<file path="src/rtl/core/tnv_pkg.sv">
// shared types and codes for the new-note-action voice policy block
// no dependencies; every other file of the block imports this package
`default_nettype none

package tnv_pkg;

  // command codes of an event word
  localparam logic [1:0] CMD_LOAD = 2'd0;
  localparam logic [1:0] CMD_KICK = 2'd1;
  localparam logic [1:0] CMD_END  = 2'd2;

  // new-note actions
  localparam logic [1:0] NNA_CUT  = 2'd0;
  localparam logic [1:0] NNA_CONT = 2'd1;
  localparam logic [1:0] NNA_OFF  = 2'd2;
  localparam logic [1:0] NNA_FADE = 2'd3;

  // duplicate check kinds
  localparam logic [1:0] DUP_OFF    = 2'd0;
  localparam logic [1:0] DUP_NOTE   = 2'd1;
  localparam logic [1:0] DUP_SAMPLE = 2'd2;
  localparam logic [1:0] DUP_INSTR  = 2'd3;

  // duplicate actions
  localparam logic [1:0] ACT_CUT  = 2'd0;
  localparam logic [1:0] ACT_OFF  = 2'd1;
  localparam logic [1:0] ACT_FADE = 2'd2;

  // bit positions in end flags and envelope bits
  localparam int END_OFF_BIT    = 0;
  localparam int END_FADE_BIT   = 1;
  localparam int ENV_ACTIVE_BIT = 0;
  localparam int ENV_LOOPS_BIT  = 1;

  // configuration register map
  localparam int CFG_IDX_W  = 2;
  localparam int CFG_DATA_W = 6;
  localparam logic [CFG_IDX_W-1:0] REG_INSTRUMENTS_ON = 2'd0;
  localparam logic [CFG_IDX_W-1:0] REG_VOICES_IN_USE  = 2'd1;

  typedef struct packed {
    logic [1:0] command;
    logic [4:0] voice_slot;
    logic [5:0] channel_num;
    logic [7:0] instrument_id;
    logic [6:0] note_value;
    logic [7:0] sample_id;
    logic [1:0] nna_kind;
    logic       vol_env_active;
    logic       vol_env_loops;
    logic [1:0] dup_check_kind;
    logic [1:0] dup_check_action;
  } in_word_t;

  typedef struct packed {
    logic       voice_valid;
    logic [4:0] voice_index;
    logic       end_note_off;
    logic       end_note_fade;
    logic       cut_now;
    logic       detached;
    logic       carry_maybe;
    logic       last;
  } out_word_t;

  typedef struct packed {
    logic       active;
    logic       has_owner;
    logic [5:0] owner;
    logic [7:0] instrument;
    logic [6:0] note;
    logic [7:0] sample;
    logic [1:0] nna;
    logic [1:0] env_bits;
    logic [1:0] end_flags;
  } voice_t;

  // write request into the voice store
  typedef struct packed {
    logic   we;
    voice_t data;
  } vs_wr_t;

  typedef enum logic [2:0] {
    ST_IDLE,
    ST_LINK_RD,
    ST_LINK_WR,
    ST_SLAVE_RD,
    ST_SLAVE,
    ST_SCAN_PRIME,
    ST_SCAN,
    ST_FINISH
  } state_t;

endpackage

`default_nettype wire

</file>
<file path="src/rtl/core/tnv_in_if.sv">
// event channel: valid/ready handshake carrying one event word
// depends on tnv_pkg for the word type
`default_nettype none

interface tnv_in_if import tnv_pkg::*; ();
  logic     valid;
  logic     ready;
  in_word_t data;

  modport source (output valid, output data, input ready);
  modport sink (input valid, input data, output ready);
endinterface

`default_nettype wire

</file>
<file path="src/rtl/core/tnv_out_if.sv">
// report channel: valid/ready handshake carrying one report word
// depends on tnv_pkg for the word type
`default_nettype none

interface tnv_out_if import tnv_pkg::*; ();
  logic      valid;
  logic      ready;
  out_word_t data;

  modport source (output valid, output data, input ready);
  modport sink (input valid, input data, output ready);
endinterface

`default_nettype wire

</file>
<file path="src/rtl/core/tnv_cfg_if.sv">
// configuration write channel: register index and write data
// depends on tnv_pkg for the field widths
`default_nettype none

interface tnv_cfg_if import tnv_pkg::*; ();
  logic                  valid;
  logic                  ready;
  logic [CFG_IDX_W-1:0]  index;
  logic [CFG_DATA_W-1:0] data;

  modport source (output valid, output index, output data, input ready);
  modport sink (input valid, input index, input data, output ready);
endinterface

`default_nettype wire

</file>
<file path="src/rtl/core/tnv_voice_store.sv">
// voice table: synchronous memory with one read and one write port
// per-entry written bits make unwritten entries read as the reset value; uses tnv_pkg
`default_nettype none

module tnv_voice_store import tnv_pkg::*; #(
  parameter int VOICES = 32,
  localparam int VW = (VOICES > 1) ? $clog2(VOICES) : 1
) (
  input  logic          clk,
  input  logic          rst,
  input  logic [VW-1:0] rd_addr,
  input  logic [VW-1:0] wr_addr,
  input  vs_wr_t        wr,
  output voice_t        rd_data
);

  voice_t            mem [VOICES];
  voice_t            rd_q;
  logic [VOICES-1:0] written;
  logic              rd_ok;

  always_ff @(posedge clk) begin
    if (wr.we) begin
      mem[wr_addr] <= wr.data;
    end
    rd_q <= mem[rd_addr];
  end

  always_ff @(posedge clk) begin
    if (rst) begin
      written <= '0;
      rd_ok   <= 1'b0;
    end else begin
      if (wr.we) begin
        written[wr_addr] <= 1'b1;
      end
      rd_ok <= written[rd_addr];
    end
  end

  // never-written entry: inactive, ownerless, no end flags
  assign rd_data = rd_ok ? rd_q : '0;

endmodule

`default_nettype wire

</file>
<file path="src/rtl/core/tracker_new_note_action_voice_policy.sv">
// new-note-action and duplicate-check voice policy, top level
// uses tnv_pkg, the three channel interfaces and tnv_voice_store
`default_nettype none

// Usage
//   events : one word per command. load binds a voice to a channel and links
//            the channel to it, end frees a voice, kick applies the new-note
//            action of the channel's slave voice and runs the duplicate check.
//   reports: one word per voice touched by a kick, slave voice first, then
//            duplicate hits in voice order; the final word of a kick has last
//            set. loads, ends and kicks that touch nothing send no word.
//   cfg    : register writes (instruments_on, voices_in_use), always ready;
//            write only while no event is in flight.
// Timing
//   one event at a time; events.ready is high only while idle.
//   load / end: voice read, channel-link read, then write back.
//   kick: the scan covers N = min(voices_in_use, VOICES) entries; it reads one
//   voice-table entry per cycle, unless held, through the single read port and
//   writes each hit back on the write port. ignored events are dropped in idle.
//   a report waits in an output register while the next hit waits in a
//   pending register; when both are full and the receiver stalls, the scan
//   holds on the current hit and resumes when the output register drains.
// Reset
//   synchronous rst empties all voices and channel links, restores
//   instruments_on = 1 and voices_in_use = 32; no clearing pass is needed.

module tracker_new_note_action_voice_policy import tnv_pkg::*; #(
  parameter int VOICES   = 32,
  parameter int CHANNELS = 64
) (
  input  logic      clk,
  input  logic      rst,
  tnv_cfg_if.sink   cfg,
  tnv_in_if.sink    events,
  tnv_out_if.source reports
);

  localparam int VW = (VOICES > 1) ? $clog2(VOICES) : 1;
  localparam int CW = (CHANNELS > 1) ? $clog2(CHANNELS) : 1;

  // configuration registers
  logic       instruments_on;
  logic [5:0] voices_in_use;

  // sequencer state and the event word in flight
  state_t   state;
  state_t   state_next;
  in_word_t cur;
  voice_t   ent_q;

  // channel links: slave index in memory, valid bit per channel in flops
  logic [VW-1:0]       slave_mem [CHANNELS];
  logic [VW-1:0]       slave_q;
  logic [CHANNELS-1:0] link_valid;
  logic                ch_re;
  logic                ch_we;
  logic [CW-1:0]       ch_rd_addr;
  logic [CW-1:0]       ch_wr_addr;
  logic [VW-1:0]       ch_wr_data;
  logic                link_clr;
  logic [CW-1:0]       link_clr_addr;
  logic                link_set;

  // voice store ports
  logic [VW-1:0] vs_rd_addr;
  logic [VW-1:0] vs_wr_addr;
  vs_wr_t        vs_wr;
  voice_t        vdata;

  // kick bookkeeping
  logic          carry_q;
  logic          det_ok_q;
  logic [VW-1:0] det_idx_q;
  logic          slave_take;
  logic          slave_carry;
  logic          slave_det;
  logic [1:0]    slave_flags;
  logic [VW-1:0] scan_idx;
  logic          scan_start;
  logic          scan_adv;
  logic [6:0]    scan_cnt;
  logic          scan_end;
  logic          scan_needed;
  logic          scan_match;
  logic          scan_hit;
  logic          scan_cut;
  logic [1:0]    scan_flags;
  logic          ent_take;

  // pending report and output register
  logic      pend_valid;
  out_word_t pend;
  logic      pend_load;
  out_word_t res_new;
  logic      out_valid;
  out_word_t out_word;
  logic      out_push;
  logic      push_last;
  logic      out_free;

  // index views
  logic [CW-1:0] cur_ch;
  logic [VW-1:0] slot_idx;
  logic [CW-1:0] own_addr;
  logic          in_slot_ok;
  logic          in_ch_ok;
  logic          accept;

  function automatic logic [1:0] off_flags(logic [1:0] flags, logic env_active,
                                           logic loops);
    logic [1:0] f;
    f = flags;
    f[END_OFF_BIT] = 1'b1;
    if (!env_active || loops) begin
      f[END_FADE_BIT] = 1'b1;
    end
    return f;
  endfunction

  function automatic out_word_t mk_res(logic [VW-1:0] idx, logic [1:0] flags,
                                       logic cut, logic det, logic carry);
    out_word_t r;
    r.voice_valid   = 1'b1;
    r.voice_index   = 5'(idx);
    r.end_note_off  = flags[END_OFF_BIT];
    r.end_note_fade = flags[END_FADE_BIT];
    r.cut_now       = cut;
    r.detached      = det;
    r.carry_maybe   = carry;
    r.last          = 1'b0;
    return r;
  endfunction

  tnv_voice_store #(
    .VOICES(VOICES)
  ) u_voice_store (
    .clk    (clk),
    .rst    (rst),
    .rd_addr(vs_rd_addr),
    .wr_addr(vs_wr_addr),
    .wr     (vs_wr),
    .rd_data(vdata)
  );

  assign cur_ch     = CW'(cur.channel_num);
  assign slot_idx   = VW'(cur.voice_slot);
  assign own_addr   = CW'(ent_q.owner);
  assign in_slot_ok = 7'(events.data.voice_slot) < 7'(VOICES);
  assign in_ch_ok   = 7'(events.data.channel_num) < 7'(CHANNELS);
  assign accept     = events.valid && events.ready;

  assign scan_cnt    = (7'(voices_in_use) < 7'(VOICES)) ? 7'(voices_in_use) : 7'(VOICES);
  assign scan_end    = 7'(scan_idx) == (scan_cnt - 7'd1);
  assign scan_needed = (cur.dup_check_kind != DUP_OFF) && (scan_cnt != 7'd0);

  assign out_free = !out_valid || reports.ready;

  // slave step: new-note action of the channel's current voice
  always_comb begin
    slave_carry = vdata.instrument == cur.instrument_id;
    slave_det   = vdata.nna != NNA_CUT;
    slave_flags = vdata.end_flags;
    unique case (vdata.nna)
      NNA_OFF:  slave_flags = off_flags(vdata.end_flags, vdata.env_bits[ENV_ACTIVE_BIT],
                                        vdata.env_bits[ENV_LOOPS_BIT]);
      NNA_FADE: slave_flags[END_FADE_BIT] = 1'b1;
      NNA_CUT,
      NNA_CONT: slave_flags = vdata.end_flags;
    endcase
  end

  // duplicate check on the entry read for scan_idx
  always_comb begin
    unique case (cur.dup_check_kind)
      DUP_NOTE:   scan_hit = vdata.note == cur.note_value;
      DUP_SAMPLE: scan_hit = vdata.sample == cur.sample_id;
      DUP_INSTR:  scan_hit = 1'b1;
      DUP_OFF:    scan_hit = 1'b0;
    endcase
    // owner compare holds even after a detach
    scan_match = vdata.active && (vdata.owner == cur.channel_num) &&
                 (vdata.instrument == cur.instrument_id) && scan_hit;
    scan_cut   = 1'b0;
    scan_flags = vdata.end_flags;
    unique case (cur.dup_check_action)
      ACT_CUT:  scan_cut = 1'b1;
      ACT_OFF:  scan_flags = off_flags(vdata.end_flags, vdata.env_bits[ENV_ACTIVE_BIT],
                                       cur.vol_env_loops);
      ACT_FADE: scan_flags[END_FADE_BIT] = 1'b1;
      default:  scan_cut = 1'b0;
    endcase
  end

  // sequencer: next state and strobes
  always_comb begin
    state_next    = state;
    vs_rd_addr    = VW'(events.data.voice_slot);
    vs_wr_addr    = slot_idx;
    vs_wr.we      = 1'b0;
    vs_wr.data    = vdata;
    ch_re         = 1'b0;
    ch_rd_addr    = CW'(events.data.channel_num);
    ch_we         = 1'b0;
    ch_wr_addr    = cur_ch;
    ch_wr_data    = slot_idx;
    link_clr      = 1'b0;
    link_clr_addr = cur_ch;
    link_set      = 1'b0;
    pend_load     = 1'b0;
    res_new       = pend;
    out_push      = 1'b0;
    push_last     = 1'b0;
    scan_start    = 1'b0;
    scan_adv      = 1'b0;
    slave_take    = 1'b0;
    ent_take      = 1'b0;

    unique case (state)
      ST_IDLE: begin
        // read voice slot and channel link speculatively for the next event
        ch_re = 1'b1;
        if (events.valid) begin
          unique case (events.data.command)
            CMD_LOAD: if (in_slot_ok && in_ch_ok) state_next = ST_LINK_RD;
            CMD_END:  if (in_slot_ok) state_next = ST_LINK_RD;
            CMD_KICK: if (in_ch_ok && instruments_on) state_next = ST_SLAVE_RD;
            default:  state_next = ST_IDLE;
          endcase
        end
      end

      ST_LINK_RD: begin
        // only the voice's owner can link to it
        ent_take   = 1'b1;
        ch_re      = 1'b1;
        ch_rd_addr = CW'(vdata.owner);
        state_next = ST_LINK_WR;
      end

      ST_LINK_WR: begin
        if (link_valid[own_addr] && (slave_q == slot_idx)) begin
          link_clr      = 1'b1;
          link_clr_addr = own_addr;
        end
        vs_wr.we   = 1'b1;
        vs_wr_addr = slot_idx;
        if (cur.command == CMD_LOAD) begin
          vs_wr.data.active     = 1'b1;
          vs_wr.data.has_owner  = 1'b1;
          vs_wr.data.owner      = cur.channel_num;
          vs_wr.data.instrument = cur.instrument_id;
          vs_wr.data.note       = cur.note_value;
          vs_wr.data.sample     = cur.sample_id;
          vs_wr.data.nna        = cur.nna_kind;
          vs_wr.data.env_bits   = {cur.vol_env_loops, cur.vol_env_active};
          vs_wr.data.end_flags  = 2'b00;
          ch_we                 = 1'b1;
          link_set              = 1'b1;
        end else begin
          vs_wr.data           = ent_q;
          vs_wr.data.active    = 1'b0;
          vs_wr.data.has_owner = 1'b0;
        end
        state_next = ST_IDLE;
      end

      ST_SLAVE_RD: begin
        if (link_valid[cur_ch]) begin
          vs_rd_addr = slave_q;
          state_next = ST_SLAVE;
        end else begin
          state_next = scan_needed ? ST_SCAN_PRIME : ST_FINISH;
        end
      end

      ST_SLAVE: begin
        slave_take = 1'b1;
        vs_wr.we   = 1'b1;
        vs_wr_addr = slave_q;
        vs_wr.data.end_flags = slave_flags;
        if (slave_det) begin
          vs_wr.data.has_owner = 1'b0;
          link_clr             = 1'b1;
          link_clr_addr        = cur_ch;
        end
        pend_load  = 1'b1;
        res_new    = mk_res(slave_q, slave_flags, 1'b0, slave_det, slave_carry);
        state_next = scan_needed ? ST_SCAN_PRIME : ST_FINISH;
      end

      ST_SCAN_PRIME: begin
        vs_rd_addr = '0;
        scan_start = 1'b1;
        state_next = ST_SCAN;
      end

      ST_SCAN: begin
        if (scan_match && pend_valid && !out_free) begin
          // both report registers full: hold and reread this entry
          vs_rd_addr = scan_idx;
        end else begin
          scan_adv = 1'b1;
          if (scan_match) begin
            vs_wr.we             = 1'b1;
            vs_wr_addr           = scan_idx;
            vs_wr.data.end_flags = scan_flags;
            pend_load            = 1'b1;
            res_new              = mk_res(scan_idx, scan_flags, scan_cut,
                                          det_ok_q && (det_idx_q == scan_idx), carry_q);
            out_push             = pend_valid;
          end
          if (scan_end) begin
            vs_rd_addr = scan_idx;
            state_next = ST_FINISH;
          end else begin
            vs_rd_addr = scan_idx + VW'(1);
          end
        end
      end

      ST_FINISH: begin
        if (pend_valid) begin
          if (out_free) begin
            out_push   = 1'b1;
            push_last  = 1'b1;
            state_next = ST_IDLE;
          end
        end else begin
          state_next = ST_IDLE;
        end
      end

      default: state_next = ST_IDLE;
    endcase
  end

  always_ff @(posedge clk) begin
    if (rst) begin
      state <= ST_IDLE;
    end else begin
      state <= state_next;
    end
  end

  // configuration writes
  always_ff @(posedge clk) begin
    if (rst) begin
      instruments_on <= 1'b1;
      voices_in_use  <= 6'd32;
    end else if (cfg.valid && cfg.ready) begin
      unique case (cfg.index)
        REG_INSTRUMENTS_ON: instruments_on <= cfg.data[0];
        REG_VOICES_IN_USE:  voices_in_use  <= cfg.data;
        default:            instruments_on <= instruments_on;
      endcase
    end
  end

  // channel link memory
  always_ff @(posedge clk) begin
    if (ch_we) begin
      slave_mem[ch_wr_addr] <= ch_wr_data;
    end
    if (ch_re) begin
      slave_q <= slave_mem[ch_rd_addr];
    end
  end

  // link valid bits: clear before set so a reload by the owner keeps its link
  always_ff @(posedge clk) begin
    if (rst) begin
      link_valid <= '0;
    end else begin
      if (link_clr) begin
        link_valid[link_clr_addr] <= 1'b0;
      end
      if (link_set) begin
        link_valid[cur_ch] <= 1'b1;
      end
    end
  end

  // event word and kick bookkeeping
  always_ff @(posedge clk) begin
    if (accept) begin
      cur      <= events.data;
      carry_q  <= 1'b0;
      det_ok_q <= 1'b0;
    end
    if (slave_take) begin
      carry_q   <= slave_carry;
      det_ok_q  <= slave_det;
      det_idx_q <= slave_q;
    end
    if (ent_take) begin
      ent_q <= vdata;
    end
    if (scan_start) begin
      scan_idx <= '0;
    end else if (scan_adv && !scan_end) begin
      scan_idx <= scan_idx + VW'(1);
    end
  end

  // pending report and output register
  always_ff @(posedge clk) begin
    if (rst) begin
      pend_valid <= 1'b0;
      out_valid  <= 1'b0;
    end else begin
      if (pend_load) begin
        pend_valid <= 1'b1;
      end else if (out_push) begin
        pend_valid <= 1'b0;
      end
      if (out_push) begin
        out_valid <= 1'b1;
      end else if (reports.ready) begin
        out_valid <= 1'b0;
      end
    end
  end

  always_ff @(posedge clk) begin
    if (pend_load) begin
      pend <= res_new;
    end
    if (out_push) begin
      out_word      <= pend;
      out_word.last <= push_last;
    end
  end

  assign events.ready  = state == ST_IDLE;
  assign cfg.ready     = 1'b1;
  assign reports.valid = out_valid;
  assign reports.data  = out_word;

  // a kick always flushes its pending report before the next event
  a_idle_no_pend: assert property (@(posedge clk) disable iff (rst)
    (state == ST_IDLE) |-> !pend_valid)
    else $error("pending report left over at idle");

  // scan never runs past the voices in use
  a_scan_range: assert property (@(posedge clk) disable iff (rst)
    (state == ST_SCAN) |-> (7'(scan_idx) < scan_cnt))
    else $error("scan index out of range");

  // a load always leaves the loading channel linked
  a_load_links: assert property (@(posedge clk) disable iff (rst)
    ((state == ST_LINK_WR) && (cur.command == CMD_LOAD)) |=> link_valid[cur_ch])
    else $error("load did not link its channel");

endmodule

`default_nettype wire
</file>
<file path="src/flat_wrapper.sv">
// flat-port wrapper written by rule: the top's interface ports become plain ports
module tracker_new_note_action_voice_policy_flat import tnv_pkg::*;
#(
  parameter int VOICES   = 32,
  parameter int CHANNELS = 64
)
  (clk, rst, cfg_valid, cfg_index, cfg_data, cfg_ready, events_valid, events_data, events_ready, reports_valid, reports_data, reports_ready);
  tnv_cfg_if cfg_i ();
  tnv_in_if events_i ();
  tnv_out_if reports_i ();
  input  logic clk;
  input  logic rst;
  input wire logic [$bits(cfg_i.valid)-1:0] cfg_valid;
  input wire logic [$bits(cfg_i.index)-1:0] cfg_index;
  input wire logic [$bits(cfg_i.data)-1:0] cfg_data;
  output wire logic [$bits(cfg_i.ready)-1:0] cfg_ready;
  input wire logic [$bits(events_i.valid)-1:0] events_valid;
  input wire logic [$bits(events_i.data)-1:0] events_data;
  output wire logic [$bits(events_i.ready)-1:0] events_ready;
  output wire logic [$bits(reports_i.valid)-1:0] reports_valid;
  output wire logic [$bits(reports_i.data)-1:0] reports_data;
  input wire logic [$bits(reports_i.ready)-1:0] reports_ready;
  assign cfg_i.valid = cfg_valid;
  assign cfg_i.index = cfg_index;
  assign cfg_i.data = cfg_data;
  assign cfg_ready = cfg_i.ready;
  assign events_i.valid = events_valid;
  assign events_i.data = events_data;
  assign events_ready = events_i.ready;
  assign reports_valid = reports_i.valid;
  assign reports_data = reports_i.data;
  assign reports_i.ready = reports_ready;
  tracker_new_note_action_voice_policy #(.VOICES(VOICES), .CHANNELS(CHANNELS)) u_core (.clk(clk), .rst(rst), .cfg(cfg_i), .events(events_i), .reports(reports_i));
endmodule
</file>
<file path="config.mk">
export PLATFORM = sky130hd
export DESIGN_NAME = tracker_new_note_action_voice_policy_flat
export DESIGN_NICKNAME = d
export VERILOG_FILES = /design/src/rtl/core/tnv_pkg.sv /design/src/rtl/core/tnv_in_if.sv /design/src/rtl/core/tnv_out_if.sv /design/src/rtl/core/tnv_cfg_if.sv /design/src/rtl/core/tnv_voice_store.sv /design/src/rtl/core/tracker_new_note_action_voice_policy.sv /design/src/flat_wrapper.sv
export SDC_FILE = /design/constraint.sdc
export NUM_CORES = 2
export LEC_CHECK = 0
export BUFFER_PORTS_ARGS = -buffer_cell sky130_fd_sc_hd__buf_2
export CORE_MARGIN = 10
export CORE_UTILIZATION = 28
export DETAILED_ROUTE_END_ITERATION = 7
export GPL_ROUTABILITY_DRIVEN = 0
export SLEW_MARGIN = 20
export SYNTH_ARGS = -nofsm -noshare
export SYNTH_HDL_FRONTEND = slang
export SYNTH_SLANG_ARGS = --single-unit
</file>
<file path="constraint.sdc">
create_clock -name clk -period 9.58 [get_ports clk]
set_clock_uncertainty 0.15 [all_clocks]
set_input_delay 0.479 -clock clk [delete_from_list [all_inputs] [get_ports clk]]
set_output_delay 0.479 -clock clk [all_outputs]
set_load 0.02 [all_outputs]
</file>
; ---- Word-level counts from Yosys, hierarchy flattened
; Memories as Yosys holds them, arrays and structs flattened. A register that Yosys moved wholly into a read port is not among the register bits.
; Index checks and enable logic that the tools add are counted.
[totals]
reg_bits = 223
ramBits = 1504
wordCells = 222
mem_count = 2
[op_classes]
add_sub_neg = 2
n_lt_le_gt_ge = 9
n_eq_ne = 31
n_mux = 87
n_bitwise = 4
n_reduce_logical = 42
[mem_list]
columns = name, words, width, read_ports, rd_clocked_by_memory_dff, write_ports, line_no
row1 = u_core.u_voice_store.mem, 32, 37, 1, 1, 1, tnv_voice_store.sv:17  ; voice_t mem [VOICES];
row2 = u_core.slave_mem, 64, 5, 1, 1, 1, tracker_new_note_action_voice_policy.sv:52  ; logic [VW-1:0] slave_mem [CHANNELS];
[op_table]
columns = operator, count
row1 = $mux W64, 3
row2 = $mux W37, 2
row3 = $and A64 B64 Y64, 1
row4 = $not A64 Y64, 1
row5 = $or A64 B64 Y64, 1
row6 = $mux W1, 40
row7 = $mux W33, 1
row8 = $or A32 B32 Y32, 1
row9 = $mux W5, 5
row10 = $mux W12, 2
row11 = $mux W6, 4
row12 = $pmux W12 S2, 1
row13 = $pmux W3 S8, 1
row14 = $lt A6 B7 Y1 const B, 3
row15 = $mux W3, 7
row16 = $eq A8 B8 Y1, 2
row17 = $pmux W5 S3, 1
row18 = $logic_and A1 B1 Y1, 13
row19 = $bmux W1 S6, 2
row20 = $demux W1 S6, 2
row21 = $eq A2 B2 Y1 const B, 6
row22 = $eq A3 B3 Y1 const B, 4
row23 = $ge A6 B1 Y1 const B, 2
row24 = $logic_not A2 Y1, 6
row25 = other kinds (33), 64

; ---- Longest topological paths before layout
[logic_depth]
word_depth = 15
mapped_depth = 19

; ---- By module
; A second synthesis with hierarchy kept.
[unflattened]
cells_unflattened = 3950
hier_area_um2 = 70883.0
[modules_own_cells]
columns = mod, n_inst, cells_per_inst, area_per_inst_um2
row1 = tnv_voice_store, 1, 1927, 47160.2
row2 = tracker_new_note_action_voice_policy, 1, 2023, 23722.8

; ---- Least setup slack after synthesis
; OpenSTA, ideal clock, no wires.
[synth_path]
path_type = register -> register
from = register u_core.cur, in the netlist u_core.ch_wr_addr[1]
to = memory u_core.u_voice_store.mem[15][0] in the netlist's numbering, enable pin
setup_ns = 0.429
t_arrival_ns = 4.781
t_required_ns = 9.001
slack_ns = 4.219
stages_incl_launch_ff = 14
n_path_buf = 5
period_less_slack_ns = 5.361
path_cell_list = edfxtp_1 -> buf_2 -> buf_6 -> buf_2 -> xnor2_1 -> nand4_1 -> nor4_4 -> nand4_1 -> clkbuf_1 -> a21oi_1 -> o21ai_0 -> or2_2 -> clkbuf_1 -> nor2_1
[synth_between]
elab_chain_cells = 10
[synth_rtl]
columns = item, line_no
row1 = "start, declared", tracker_new_note_action_voice_policy.sv:48  ; in_word_t cur;
row2 = "start signal, assigned", tracker_new_note_action_voice_policy.sv:386  ; cur <= events.data;
row3 = $eq A6 B6 Y1 (*), tracker_new_note_action_voice_policy.sv:181  ; scan_match = vdata.active && (vdata.owner == cur.channel_num) &&
row4 = $logic_and A1 B1 Y1 (*) (2 in series), tracker_new_note_action_voice_policy.sv:181
row5 = $logic_and A1 B1 Y1 (*), tracker_new_note_action_voice_policy.sv:182  ; (vdata.instrument == cur.instrument_id) && scan_hit;
row6 = $logic_and A1 B1 Y1 (2 in series), tracker_new_note_action_voice_policy.sv:298  ; if (scan_match && pend_valid && !out_free) begin
row7 = $mux W1, tracker_new_note_action_voice_policy.sv:298
row8 = $pmux W1 S2, tracker_new_note_action_voice_policy.sv:218  ; unique case (state)
row9 = $mux W1, tnv_voice_store.sv:23  ; if (wr.we) begin
row10 = $mux W1 (not written as such), tnv_voice_store.sv:24  ; mem[wr_addr] <= wr.data;
row11 = "end, declared", tnv_voice_store.sv:17
; Every way passes the cells marked *; elsewhere a longest branch is shown, timed or not.

; ---- Final worst setup path
[layout_path]
from = register u_core.u_voice_store.rd_ok
to = memory u_core.u_voice_store.mem[1][27] in the netlist's numbering, enable pin
[layout_between]
elab_chain_cells = 11
[layout_rtl]
columns = item, line_no
row1 = "start, declared", tnv_voice_store.sv:20  ; logic rd_ok;
row2 = "start signal, assigned", tnv_voice_store.sv:37  ; rd_ok <= written[rd_addr];
row3 = $mux W37 (*), tnv_voice_store.sv:42  ; assign rd_data = rd_ok ? rd_q : '0;
row4 = "parallel branches: the longest is 3 deep, another holds $eq A8 B8 Y1", n/a
row5 = $logic_and A1 B1 Y1 (*), tracker_new_note_action_voice_policy.sv:182
row6 = $logic_and A1 B1 Y1 (2 in series), tracker_new_note_action_voice_policy.sv:298
row7 = $mux W1, tracker_new_note_action_voice_policy.sv:298
row8 = $pmux W1 S2, tracker_new_note_action_voice_policy.sv:218
row9 = $mux W1, tnv_voice_store.sv:23
row10 = $mux W1 (not written as such), tnv_voice_store.sv:24
; Every way passes the cells marked *.

==> flow_summary_export.csv <==
group,metric,value,unit
run_status,status,"finished, final reports clean",
yosys,synth_cell_types,87,
yosys,muxShareOfSynthArea,1.82,%
clocking,cts_made_buffers,174,
yosys,yosys_warnings,0,
sta,finalCriticalPeriod,6.24,ns
clocking,cts_hold_buffers,54,
yosys,synth_edf_count,1584,
clocking,cts_tree,"done",
clocking,post_cts_buffers,0,
clocking,cts_buffer_depth,3,
sta,period_share,65.1,%
routing,wl_per_cell,22.3,um
grt,grt_pass1_wl,300,mm
grt,grt_start_max_net_pins,161,
yosys,yosys.area_share.simple,13.9,%
grt,gr-usage-all-layers,14.2,%
worst_hold_path,hp-class,"primary input to register",
worst_setup_path,crit_required,9.91,ns
floorplanning,start_util,28.2,%
sta,fmax,0.160,GHz
routing,drc,0,
floorplanning,std_cell_rows,184,
clocking,cts_resized,0,
routing,final_antenna_net_count,0,
clocking,clockRootBuffer,"clkbuf_16",
cells_and_area,num-fill-cells,24700,
routing,drt_iter0_drc,5572,
sta,hold-worst-slack,0.175,ns
cells_and_area,layout.nets,5701,
sta,setup_violations,0,
floorplanning,die-area,274000,um^2
floorplanning,die_w,524,um
yosys,synth_top_family_by_area,"simple AND/OR/NAND/NOR gates",
worst_setup_path,arrival,6.57,ns
routing,drt_pass1_iterations,5,
yosys,syn_inst,5600,
cells_and_area,drive_gt1_share,9.86,%
yosys,ys_ff_latch,1734,
grt,antenna_found_initial,11,
worst_setup_path,startpoint_type,"register",
cells_and_area,syn2layout_area_growth,15.5,%
yosys,ys_seq_area_share,71.1,%
placed_design,place_area,75900,um^2
sta,setup-tns-final,0,ns
sta,slew_headroom,20.8,%
clocking,cts.clk_slew.worst_paths,0.06,ns
grt,grt.overflow.total,0,
grt,grt_pass1_vias,44600,
power,power_density,253,nW/um^2
worst_setup_path,critPathCaptureType,"register",
clocking,htreeDepth,4,
routing,vias,46900,
floorplanning,fp.dieH,524,um
cells_and_area,final_cell_area,82100,um^2
clocking,cts_sinks,1734,
yosys,synth-async-reset-ratio,0,%
power,peakVddDrop,0.000212,V
yosys,synth_compound_area_share,9.67,%
yosys,synthesis.area,71100,um^2
yosys,synth.avg_cell_area,12.7,um^2
sta,drv_slew,0,
run,maxCapViolCount,0,
floorplanning,io_pins,72,
yosys,ys.flop_type,"edfxtp_1",
sta,rsz0062_at_grt,"false",
sta,finalHoldViolCount,0,
power,power,0.0208,W
worst_setup_path,worst-setup-path-type,"register to register",
yosys,synth_fa_ha_area_share,0.106,%
clocking,clk_latency,0.83,ns
placed_design,place.port_buffers,69,
power,leakagePower,28.0,nW
routing,drt-total-wl,203,mm
placed_design,place_hpwl,122,mm
worst_setup_path,path_max_fanout,68,
sta,worst-slew-pin-transition,1.16,ns
routing,viasPerCell,5.14,
yosys,synthXorXnorAreaFrac,0.394,%
floorplanning,core-area,252000,um^2
-- state kept, by name, indices dropped and copies added, names as in the netlist --
register	count
u_core.u_voice_store.rd_ok	1
u_core.ch_wr_addr	6
u_core.voices_in_use	6
u_core.det_idx_q	5
u_core.ent_q	29
u_core.scan_idx	5
u_core.slave_q	5
u_core.pend	10
u_core.det_ok_q	1
u_core.ch_wr_data	5
u_core.reports.data	11
u_core.u_voice_store.mem	1152
u_core.own_addr	6
u_core.cur	33
u_core.u_voice_store.written	32
u_core.u_voice_store.rd_q	36
u_core.pend_valid	1
u_core.instruments_on	1
u_core.carry_q	1
u_core.slave_mem	320
u_core.reports.valid	1
u_core.link_valid	64
u_core.state	3
-- synthesized netlist by cell type (all sizes together), types with 5 or more instances --
master,n,area (um^2)
edfxtp,1584,47600
nand2,1468,5520
and3,301,1880
a31oi,268,1680
clkbuf,216,811
a21oi,199,996
nor2,170,638
buf,169,935
dfxtp,150,3000
and2,119,747
a211oi,118,898
a311oi,111,978
o21ai,97,485
inv,92,345
o22ai,80,500
a2111oi,73,658
mux2i,69,691
nor4,40,265
nand3,33,175
mux4,24,541
nor3,24,125
xor2,20,175
nand2b,18,113
xnor2,12,105
nor2b,11,68.8
a211o,10,87.6
nand4b,10,87.6
nand4,8,56.3
a221oi,7,67.6
a22oi,7,52.6
ha,6,75.1
nor3b,6,45.0
o221ai,6,52.6
mux2,5,60.1
o21a,5,37.5
or3,5,31.3
-- path summary, 6_finish.rpt --
| kind | end | slack (ns) | cells after the start | start |
|---|---|---|---|---|
| hold / removal | u_core.voices_in_use[1] | 0.17 | 4 | cfg_valid |
| setup reg to reg | u_core.u_voice_store.mem[1][27] | 3.34 | 13 | u_core.u_voice_store.rd_ok |
| hold reg to reg | u_core.reports.data[6] | 0.28 | 0 | u_core.pend[6] |
| setup / recovery | u_core.u_voice_store.mem[1][27] | 3.34 | 13 | u_core.u_voice_store.rd_ok |
-- placed cells by master (no fill, tap or decap), types with 8 or more instances in the layout --
master / n
a2111oi_0: 59
a2111oi_1: 10
a211o_1: 9
a211oi_1: 117
a21oi_1: 165
a21oi_4: 31
a311oi_1: 110
a31oi_1: 268
and2_0: 10
and2_1: 106
and3_1: 301
buf_12: 18
buf_16: 8
buf_2: 69
buf_4: 96
bufinv_16: 14
clkbuf_1: 39
clkbuf_16: 176
clkinv_1: 42
clkinv_2: 26
dfxtp_1: 149
dlygate4sd3_1: 54
edfxtp_1: 1584
inv_1: 91
mux2i_1: 66
mux4_2: 24
nand2_1: 1465
nand2b_1: 18
nand3_1: 31
nand4b_1: 10
nor2_1: 138
nor2_4: 32
nor2b_1: 11
nor3_1: 22
nor4_1: 39
o21ai_0: 92
o22ai_1: 80
xnor2_1: 12
xor2_1: 20
-- where the power goes --
group | switching [W] | internal (W) | leakage (nW)
clock network | 0.00291 | 0.00381 | 2.73
registers | 0.000346 | 0.00930 | 15.7
logic | 0.00327 | 0.00112 | 9.61
-- final cells by class --
cell class                      count  area [um^2]  area share [%]
Sequential cell                  1734        50600            61.6
Multi-Input combinational cell   3388        19200            23.3
Clock buffer                      220         4620            5.63
Tap cell                         3348         4190            5.10
Timing Repair Buffer              246         2200            2.68
Clock inverter                     99         1000            1.22
Inverter                           94          353           0.430
Antenna cell                        1         2.50         0.00305
-- worst max-delay path: stages, from the launching register on --
cell and delay (ns):
dfxtp_2 0.31, buf_4 0.53, nand4b_1 0.17, o22ai_1 0.19
a21oi_1 0.10, o41ai_4 0.80, nand4_1 0.61, nor3_1 0.31
a21oi_1 0.06, o21ai_0 0.30, o21ai_0 0.29, nand2b_1 0.69
nor2_4 0.83, buf_4 0.49
-- layer usage --
layer	wire length [um]	share of wire, %	GRT usage (%)
met5	0	0	0
met4	5360	2.6	3.87
met3	18400	9.1	3.18
met2	91500	45	21.8
met1	88000	43	20.2
-- logic make-up after synthesis --
logic type	Yosys count
muxes	98
AOI/OAI and AO/OA	1019
buffers and inverters	479
xor gates and xnor gates	32
other	1
adders and majority gates	6
and+or+nand+nor	2231
DFF	1734
-- through the flow --
stage	util, %	instances	worst slack [ns]
3_3_place_gp	30.0	8741	3.12
5_1_grt	32.6	9129	2.98
2_1_floorplan	-	5601	4.22
6_report	32.6	9130	3.34
4_1_cts	32.5	9126	3.40
3_5_place_dp	30.1	8753	3.44
(Power assumes the default switching activity.)
